$ cat config.mk
export PLATFORM = sky130hd
export DESIGN_NAME = tcp_segment_reorder_core
export DESIGN_NICKNAME = d
export VERILOG_FILES = /design/src/sv/tsr_pkg.sv /design/src/sv/tsr_store.sv /design/src/sv/tcp_segment_reorder_core.sv
export SDC_FILE = /design/constraint.sdc
export NUM_CORES = 2
export LEC_CHECK = 0
export BUFFER_PORTS_ARGS = -buffer_cell sky130_fd_sc_hd__buf_4
export CAP_MARGIN = 40
export CORE_ASPECT_RATIO = 1.25
export CORE_MARGIN = 4
export CORE_UTILIZATION = 35
export CTS_BUF_LIST = sky130_fd_sc_hd__clkbuf_8
export CTS_CLUSTER_DIAMETER = 100
export DETAILED_ROUTE_END_ITERATION = 12
export HOLD_SLACK_MARGIN = 0.15
export SYNTH_ARGS = -nofsm -noshare
export SYNTH_HDL_FRONTEND = slang
export SYNTH_HIERARCHICAL = 1
export SYNTH_SLANG_ARGS = --single-unit
$ cat constraint.sdc
create_clock -name clock -period 7.1 [get_ports clock]
set_input_delay 0 -clock clock [delete_from_list [all_inputs] [get_ports clock]]
set_output_delay 0 -clock clock [all_outputs]
set_load 0.005 [all_outputs]
$ cat src/sv/tsr_pkg.sv
// Types, constants and compare functions of the TCP segment reorder core.
package tsr_pkg;

   localparam int DEPTH = 32;
   localparam int IDX_W = $clog2(DEPTH);
   localparam int CNT_W = $clog2(DEPTH + 1);

   localparam logic [2:0] DISP_RELEASED = 3'd0;
   localparam logic [2:0] DISP_SIDE     = 3'd1;
   localparam logic [2:0] DISP_DISCARD  = 3'd2;
   localparam logic [2:0] DISP_FLUSHED  = 3'd3;
   localparam logic [2:0] DISP_OVERFLOW = 3'd4;

   // One held segment
   typedef struct packed {
      logic [31:0] seq;
      logic [31:0] ack;
      logic [11:0] handle;
      logic [15:0] len;
      logic        syn_fin;
   } tsr_entry_type;

   // Store access controls
   typedef struct packed {
      logic             wr_en;
      logic [IDX_W-1:0] wr_addr;
      logic             rd_en;
      logic [IDX_W-1:0] rd_addr;
   } tsr_mem_ctl_type;

   // One result without its run marker
   typedef struct packed {
      logic [11:0] handle;
      logic [31:0] seq;
      logic [2:0]  disp;
   } tsr_result_type;

   // Wrapping serial compare: a < b
   function automatic logic serial_lt(input logic [31:0] a, input logic [31:0] b);
      logic [31:0] diff;
      diff = a - b;
      return diff[31];
   endfunction

   // Sort order: held entry goes ahead of the new segment
   function automatic logic sorts_before(input tsr_entry_type h, input tsr_entry_type n);
      return serial_lt(h.seq, n.seq) || ((h.seq == n.seq) && serial_lt(h.ack, n.ack));
   endfunction

endpackage

$ cat src/sv/tsr_store.sv
// Segment store: one write port, one registered read port.
module tsr_store
   import tsr_pkg::*;
(
   input  logic            clock,
   input  tsr_mem_ctl_type ctl,
   input  tsr_entry_type   wr_data,
   output tsr_entry_type   rd_data
);

   tsr_entry_type store_ff [DEPTH];
   tsr_entry_type rd_data_ff;

   // Write, then registered read
   always_ff @(posedge clock) begin
      if (ctl.wr_en) begin
         store_ff[ctl.wr_addr] <= wr_data;
      end
      if (ctl.rd_en) begin
         rd_data_ff <= store_ff[ctl.rd_addr];
      end
   end

   assign rd_data = rd_data_ff;

endmodule

$ cat src/sv/tcp_segment_reorder_core.sv
// Reorder core: takes one segment descriptor per transfer and emits held
// segments in sequence order. Held segments sit in a 32-entry circular store
// with one read and one write port; the controller handles one segment at a
// time. The time from its transfer to the next grows with each held entry it
// moves past on insertion, each released segment and each flushed segment,
// and with each flush pass, on SYN or on an overlapping head. All of this is
// set by the single store read port and its registered read, and result-side
// stalls add to it. Results leave through an output register backed by one
// pending slot, so the last result of a run is marked once the run is known to
// be over. No clearing pass after reset.
module tcp_segment_reorder_core
   import tsr_pkg::*;
(
   input  logic        clock,
   input  logic        reset,
   input  logic        req_valid,
   output logic        req_ready,
   input  logic [11:0] req_packet_handle,
   input  logic [31:0] req_seq_number,
   input  logic [31:0] req_ack_number,
   input  logic [15:0] req_payload_length,
   input  logic        req_syn_flag,
   input  logic        req_fin_flag,
   output logic        rsp_valid,
   input  logic        rsp_ready,
   output logic [11:0] rsp_out_handle,
   output logic [31:0] rsp_out_seq,
   output logic [2:0]  rsp_disposition,
   output logic        rsp_last_of_run,
   input  logic        csr_valid,
   output logic        csr_ready,
   input  logic        csr_side_output_enabled
);

   typedef enum logic [3:0] {
      ST_IDLE, ST_DECIDE, ST_FL_RD, ST_FL_EMIT, ST_INS_RD, ST_INS_CHK,
      ST_RL_RD, ST_RL_CHK, ST_FINISH
   } state_type;

   state_type        state_ff, state_in;
   logic [31:0]      exp_ff, exp_in;
   logic [31:0]      lastrel_ff, lastrel_in;
   logic             side_ff, side_in;
   logic [CNT_W-1:0] cnt_ff, cnt_in;
   logic [IDX_W-1:0] head_ff, head_in;
   logic [CNT_W-1:0] idx_ff, idx_in;
   logic             flnext_ff, flnext_in;
   tsr_entry_type    cur_ff, cur_in;
   logic             pend_valid_ff, pend_valid_in;
   tsr_result_type   pend_ff, pend_in;
   logic             rsp_valid_ff, rsp_valid_in;
   tsr_result_type   rsp_ff, rsp_in;
   logic             rsp_last_ff, rsp_last_in;

   tsr_mem_ctl_type  mem_ctl;
   tsr_entry_type    mem_wr;
   tsr_entry_type    mem_rd;

   logic             emit_req;
   tsr_result_type   emit_data;
   logic             fin_req;
   logic             out_free;
   logic             can_emit;
   logic [IDX_W-1:0] idx_lo;
   logic [IDX_W-1:0] idx_prev;
   logic [CNT_W-1:0] idx_dec;

   tsr_store u_store (
      .clock   (clock),
      .ctl     (mem_ctl),
      .wr_data (mem_wr),
      .rd_data (mem_rd)
   );

   assign out_free  = !rsp_valid_ff || rsp_ready;
   assign can_emit  = !pend_valid_ff || out_free;
   assign idx_lo    = idx_ff[IDX_W-1:0];
   assign idx_dec   = idx_ff - CNT_W'(1);
   assign idx_prev  = idx_dec[IDX_W-1:0];
   assign req_ready = (state_ff == ST_IDLE);
   assign csr_ready = (state_ff == ST_IDLE);

   // Sequencer: store walks and result requests
   always_comb begin
      state_in   = state_ff;
      exp_in     = exp_ff;
      lastrel_in = lastrel_ff;
      side_in    = side_ff;
      cnt_in     = cnt_ff;
      head_in    = head_ff;
      idx_in     = idx_ff;
      flnext_in  = flnext_ff;
      cur_in     = cur_ff;
      mem_ctl    = '0;
      mem_wr     = cur_ff;
      emit_req   = 1'b0;
      emit_data  = '0;
      fin_req    = 1'b0;

      unique case (state_ff)
         ST_IDLE: begin
            if (csr_valid) begin
               side_in = csr_side_output_enabled;
            end
            if (req_valid) begin
               cur_in.seq     = req_seq_number;
               cur_in.ack     = req_ack_number;
               cur_in.handle  = req_packet_handle;
               cur_in.len     = req_payload_length;
               cur_in.syn_fin = req_syn_flag | req_fin_flag;
               if (req_syn_flag) begin
                  exp_in    = req_seq_number;
                  idx_in    = '0;
                  flnext_in = 1'b0;
                  state_in  = ST_FL_RD;
               end else begin
                  state_in = ST_DECIDE;
               end
            end
         end
         ST_FL_RD: begin
            if (idx_ff == cnt_ff) begin
               cnt_in   = '0;
               state_in = flnext_ff ? ST_FINISH : ST_DECIDE;
            end else begin
               mem_ctl.rd_en   = 1'b1;
               mem_ctl.rd_addr = head_ff + idx_lo;
               state_in        = ST_FL_EMIT;
            end
         end
         ST_FL_EMIT: begin
            emit_req  = 1'b1;
            emit_data = '{handle: mem_rd.handle, seq: mem_rd.seq, disp: DISP_FLUSHED};
            if (can_emit) begin
               idx_in   = idx_ff + CNT_W'(1);
               state_in = ST_FL_RD;
            end
         end
         ST_DECIDE: begin
            if (serial_lt(cur_ff.seq, exp_ff)) begin
               emit_req  = 1'b1;
               emit_data = '{handle: cur_ff.handle, seq: cur_ff.seq,
                             disp: (side_ff && !serial_lt(cur_ff.seq, lastrel_ff))
                                   ? DISP_SIDE : DISP_DISCARD};
               if (can_emit) begin
                  state_in = ST_FINISH;
               end
            end else if (cnt_ff == CNT_W'(DEPTH)) begin
               emit_req  = 1'b1;
               emit_data = '{handle: cur_ff.handle, seq: cur_ff.seq, disp: DISP_OVERFLOW};
               if (can_emit) begin
                  state_in = ST_FINISH;
               end
            end else begin
               idx_in   = cnt_ff;
               state_in = ST_INS_RD;
            end
         end
         // Insertion walks from the tail, shifting up entries that do not sort ahead of it
         ST_INS_RD: begin
            if (idx_ff == '0) begin
               mem_ctl.wr_en   = 1'b1;
               mem_ctl.wr_addr = head_ff;
               cnt_in          = cnt_ff + CNT_W'(1);
               state_in        = ST_RL_RD;
            end else begin
               mem_ctl.rd_en   = 1'b1;
               mem_ctl.rd_addr = head_ff + idx_prev;
               state_in        = ST_INS_CHK;
            end
         end
         ST_INS_CHK: begin
            mem_ctl.wr_en   = 1'b1;
            mem_ctl.wr_addr = head_ff + idx_lo;
            if (sorts_before(mem_rd, cur_ff)) begin
               cnt_in   = cnt_ff + CNT_W'(1);
               state_in = ST_RL_RD;
            end else begin
               mem_wr   = mem_rd;
               idx_in   = idx_dec;
               state_in = ST_INS_RD;
            end
         end
         // Release from the head while in order
         ST_RL_RD: begin
            if (cnt_ff == '0) begin
               state_in = ST_FINISH;
            end else begin
               mem_ctl.rd_en   = 1'b1;
               mem_ctl.rd_addr = head_ff;
               state_in        = ST_RL_CHK;
            end
         end
         ST_RL_CHK: begin
            if (serial_lt(mem_rd.seq, exp_ff)) begin
               idx_in    = '0;
               flnext_in = 1'b1;
               state_in  = ST_FL_RD;
            end else if (mem_rd.seq != exp_ff) begin
               state_in = ST_FINISH;
            end else begin
               emit_req  = 1'b1;
               emit_data = '{handle: mem_rd.handle, seq: mem_rd.seq, disp: DISP_RELEASED};
               if (can_emit) begin
                  exp_in     = mem_rd.seq + 32'(mem_rd.len) + 32'(mem_rd.syn_fin);
                  lastrel_in = mem_rd.seq;
                  head_in    = head_ff + IDX_W'(1);
                  cnt_in     = cnt_ff - CNT_W'(1);
                  state_in   = ST_RL_RD;
               end
            end
         end
         ST_FINISH: begin
            fin_req = 1'b1;
            if (!pend_valid_ff || out_free) begin
               state_in = ST_IDLE;
            end
         end
         default: begin
            state_in = ST_IDLE;
         end
      endcase
   end

   // Result path: pending slot feeds the output register
   always_comb begin
      pend_valid_in = pend_valid_ff;
      pend_in       = pend_ff;
      rsp_valid_in  = rsp_valid_ff && !rsp_ready;
      rsp_in        = rsp_ff;
      rsp_last_in   = rsp_last_ff;
      if (emit_req && can_emit) begin
         if (pend_valid_ff) begin
            rsp_valid_in = 1'b1;
            rsp_in       = pend_ff;
            rsp_last_in  = 1'b0;
         end
         pend_valid_in = 1'b1;
         pend_in       = emit_data;
      end else if (fin_req && pend_valid_ff && out_free) begin
         rsp_valid_in  = 1'b1;
         rsp_in        = pend_ff;
         rsp_last_in   = 1'b1;
         pend_valid_in = 1'b0;
      end
   end

   // State and registered outputs
   always_ff @(posedge clock) begin
      if (reset) begin
         state_ff      <= ST_IDLE;
         exp_ff        <= '0;
         lastrel_ff    <= '0;
         side_ff       <= 1'b0;
         cnt_ff        <= '0;
         head_ff       <= '0;
         idx_ff        <= '0;
         flnext_ff     <= 1'b0;
         pend_valid_ff <= 1'b0;
         rsp_valid_ff  <= 1'b0;
      end else begin
         state_ff      <= state_in;
         exp_ff        <= exp_in;
         lastrel_ff    <= lastrel_in;
         side_ff       <= side_in;
         cnt_ff        <= cnt_in;
         head_ff       <= head_in;
         idx_ff        <= idx_in;
         flnext_ff     <= flnext_in;
         pend_valid_ff <= pend_valid_in;
         rsp_valid_ff  <= rsp_valid_in;
      end
      cur_ff      <= cur_in;
      pend_ff     <= pend_in;
      rsp_ff      <= rsp_in;
      rsp_last_ff <= rsp_last_in;
   end

   assign rsp_valid       = rsp_valid_ff;
   assign rsp_out_handle  = rsp_ff.handle;
   assign rsp_out_seq     = rsp_ff.seq;
   assign rsp_disposition = rsp_ff.disp;
   assign rsp_last_of_run = rsp_last_ff;

endmodule

==> results.cfg <==
[placed_design]
placedInstanceArea_mm2 = 0.142
place_congestion = 0.892
place_hpwl_um = 215000
post-place-ws_ps = 1490
numPortBuffers = 150

[sta]
tns_ps = 0
period_needed_ps = 5700
relSlewSlack = 0.245
hold_ws_ps = 254
setup_viol = 0
grt_setup_unrepaired = false
fin_worst_skew_ps = 75.6
hold_violations = 0
max_freq_mhz = 176
maxSlewViolCount = 0
tightest_slew_ps = 1130
layout_setup_ws_ps = 1400
fin_crit_sh = 0.802

[clock_network]
cts.clk_slew.worst_paths_ps = 70
cts_tree = built
insertion_delay_ps = 1050
cts_setup_buffers = 0
htree_levels = 5
clk_path_buf_depth = 4
clock-sinks = 3346
clock-root-buffer = clkbuf_8
cts_resized = 0
numCtsBuffers = 488
ctsHoldBuffers = 217

[synth]
synth-seq-cells = 3346
syn_inst = 7079
synth_area_per_cell_um2 = 18.7
synthTopCellsByArea = edfxtp_1, mux4_2, mux2i_1
synth_edf_count = 3257
seq_area_frac_synth = 0.750
synth_top_area_frac = 0.737
synth_flop_cell = edfxtp_1
syn_nets = 7366
synth.distinct_cells = 82
synthArstFlopShare = 0
yosysTopAreaCell = edfxtp_1
ys_warn_count = 6
netlist_area_mm2 = 0.133

[setup_path]
end_kind = flip-flop
rr_endpoint = u_store/rd_data[75]$_DFFE_PP_
cp_cell_sequence = nand2b_1 > or3_1 > nor2_1 > a22oi_1 > o21ai_4 > buf_4 > buf_4 > mux4_2 > a32oi_1 > nand4_1
r2r_start = state_ff[1]$_SDFFE_PP0P_
crit_fanout = 36
ff2ff_path_depth = 10
path_class = flip-flop to flip-flop
critPathRequiredTime_ps = 7700
critPathArrivalTime_ps = 6300
critPathLaunchType = flip-flop
critPathSlowestCell = dfxtp_1
rrSetupSlack_ps = 1400
slowest_delay_ps = 930
cpMostUsedCell = buf_4

[min_path]
min_path_type = primary input to flip-flop
hold_start = req_packet_handle[3]
min_path_cells = 3
min_to = cur_ff[20]$_DFFE_PP_

[grt]
grt_usage = 0.203
grt_pass1_wl_um = 564000
grt_pass1_vias = 74400
grt-ovfl-total = 0
antenna_found_initial = 36
grt_max_degree = 130

[routing]
vias = 74500
ant_nets = 0
drc_errors = 0
drt_pass1_iterations = 5
wirelength_um = 406000
wire_per_inst_um = 30.8
viasPerCell = 5.65
drt_iter0_drc = 8784

[finish]
fin_nets = 8101
drive_above_1_share = 0.188
nFillCells = 33500
area_delta_synth_final_pct = 15.2
design_area_mm2 = 0.153

[job]
maxCapViolCount = 0

[floorplanning]
fp.dieW_um = 559
dieArea_mm2 = 0.389
num_io_pins = 151
num_rows = 252
coreArea_mm2 = 0.377
start_util = 0.352
die_h_um = 696

[power_and_ir_drop]
totalPowerFinal_mw = 46.3
power_leakage_nw = 47.1
power_density_mw_per_mm2 = 303
vdd.ir_drop.worst_mv = 0.184

[run_status]
outcome = finished clean
## area by class of cell
| class | count | area [µm²] | area share |
|---|---|---|---|
| Clock inverter | 389 | 1930 | 0.0126 |
| Multi-Input combinational cell | 3210 | 31100 | 0.204 |
| Clock buffer | 498 | 6850 | 0.0448 |
| Inverter | 148 | 556 | 0.00363 |
| Tap cell | 4953 | 6200 | 0.0405 |
| Timing Repair Buffer | 620 | 6560 | 0.0429 |
| Antenna cell | 14 | 35.0 | 0.000229 |
| Sequential cell | 3346 | 99600 | 0.652 |
## cell families after synthesis
family,synth area share
adder cells (fa/ha/maj),0.0179
XOR/XNOR,0.00389
multiplexers,0.128
AO/OA/AOI/OAI,0.0524
flip-flops,0.750
AND/OR/NAND/NOR,0.0294
buffers and inverters,0.0184
## worst max-delay path by stage
stage	from	to	slack, ps	depth (start not counted)
2_1_floorplan	idx_ff[2]$_SDFFE_PP0P_	u_store/store_ff[19][0]$_DFFE_PP_	230	8
3_3_place_gp	idx_ff[0]$_SDFFE_PP0P_	u_store/rd_data[72]$_DFFE_PP_	1470	13
3_5_place_dp	cur_ff[46]$_DFFE_PP_	u_store/store_ff[23][32]$_DFFE_PP_	1490	12
4_1_cts	cur_ff[46]$_DFFE_PP_	u_store/store_ff[12][69]$_DFFE_PP_	1430	12
5_1_grt	state_ff[1]$_SDFFE_PP0P_	u_store/rd_data[75]$_DFFE_PP_	1300	10
6_report	state_ff[1]$_SDFFE_PP0P_	u_store/rd_data[75]$_DFFE_PP_	1400	10
## per-stage QoR
step                      utilization  cells
after floorplan                     -   7079
after global placement          0.373  12000
after detailed placement        0.376  12100
after CTS                       0.405  13200
after global routing            0.405  13200
final                           0.405  13200
## cells in the final DEF (no fill, tap or decap), drive strengths merged, types with 29 or more instances in the layout
cell type    count
mux2i          750
nand2          166
buf            403
nor2           132
clkbuf         498
clkinv         199
a21oi          146
a22oi          531
mux2            90
edfxtp        3257
xnor2           34
o21ai           58
inv            313
nor3            29
a22o            60
mux4           373
dfxtp           89
dlygate4sd3    217
nand4          107
ha             182
nand3          224
## worst max-delay path: cells and delay by family (launching register included)
kind	cells	cell delay (ps)
buffers and inverters	2	1260
flip-flops	1	930
AND/OR/NAND/NOR	4	1760
AO/OA/AOI/OAI	3	810
multiplexers	1	400
## power breakdown
part	total, mW	internal [mW]	leakage, nW	switching [mW]
sequential	24.2	23.6	30.1	0.635
clock	14.2	6.90	5.08	7.28
combinational	7.87	2.66	12.0	5.21
total	46.3	33.1	47.1	13.1
## per-layer routing
metal,global-route usage,share of wire
met1,0.268,0.39
met4,0.0757,0.038
met2,0.335,0.48
met3,0.0377,0.086
met5,0,0.00040
## cells in the mapped netlist, types with 6 or more instances
| master | count |
|---|---|
| o22ai_1 | 6 |
| or3_1 | 14 |
| nand3b_1 | 6 |
| buf_1 | 17 |
| buf_6 | 27 |
| a21o_1 | 22 |
| inv_1 | 147 |
| and4_1 | 8 |
| mux2i_1 | 750 |
| a22oi_1 | 531 |
| a21oi_1 | 146 |
| a221o_1 | 6 |
| o31ai_1 | 8 |
| nor2_1 | 130 |
| a31o_2 | 10 |
| nor4_1 | 7 |
| nand2_1 | 165 |
| nor2b_1 | 27 |
| nand3_1 | 224 |
| buf_2 | 140 |
| and3_1 | 8 |
| o21ai_0 | 54 |
| mux4_2 | 373 |
| mux2_2 | 78 |
| xnor2_1 | 34 |
| and2_1 | 11 |
| o21a_1 | 6 |
| a2111oi_0 | 14 |
| nand2b_1 | 14 |
| a22o_1 | 60 |
| a31oi_1 | 24 |
| a211o_1 | 7 |
| nor3_1 | 29 |
| mux2_1 | 12 |
| dfxtp_1 | 89 |
| o211ai_1 | 12 |
| nand4_1 | 107 |
| ha_1 | 182 |
| buf_4 | 27 |
| edfxtp_1 | 3257 |
| clkbuf_1 | 163 |
| xor2_1 | 25 |
| a211oi_1 | 26 |
## state kept, by name, summed over array words and instances (netlist names)
register and cells:
cnt_ff 6, pend_valid_ff 1, rsp_valid 1, head_ff 5
u_store/store_ff 2976, exp_ff 32, state_ff 4, lastrel_ff 32
pend_ff 47, cur_ff 93, flnext_ff 1, rsp_out_seq 32
rsp_out_handle 12, rsp_last_of_run 1, rsp_disposition 3, idx_ff 6
u_store/rd_data 93, side_ff 1
No activity file was read; power rests on OpenSTA's default activity.
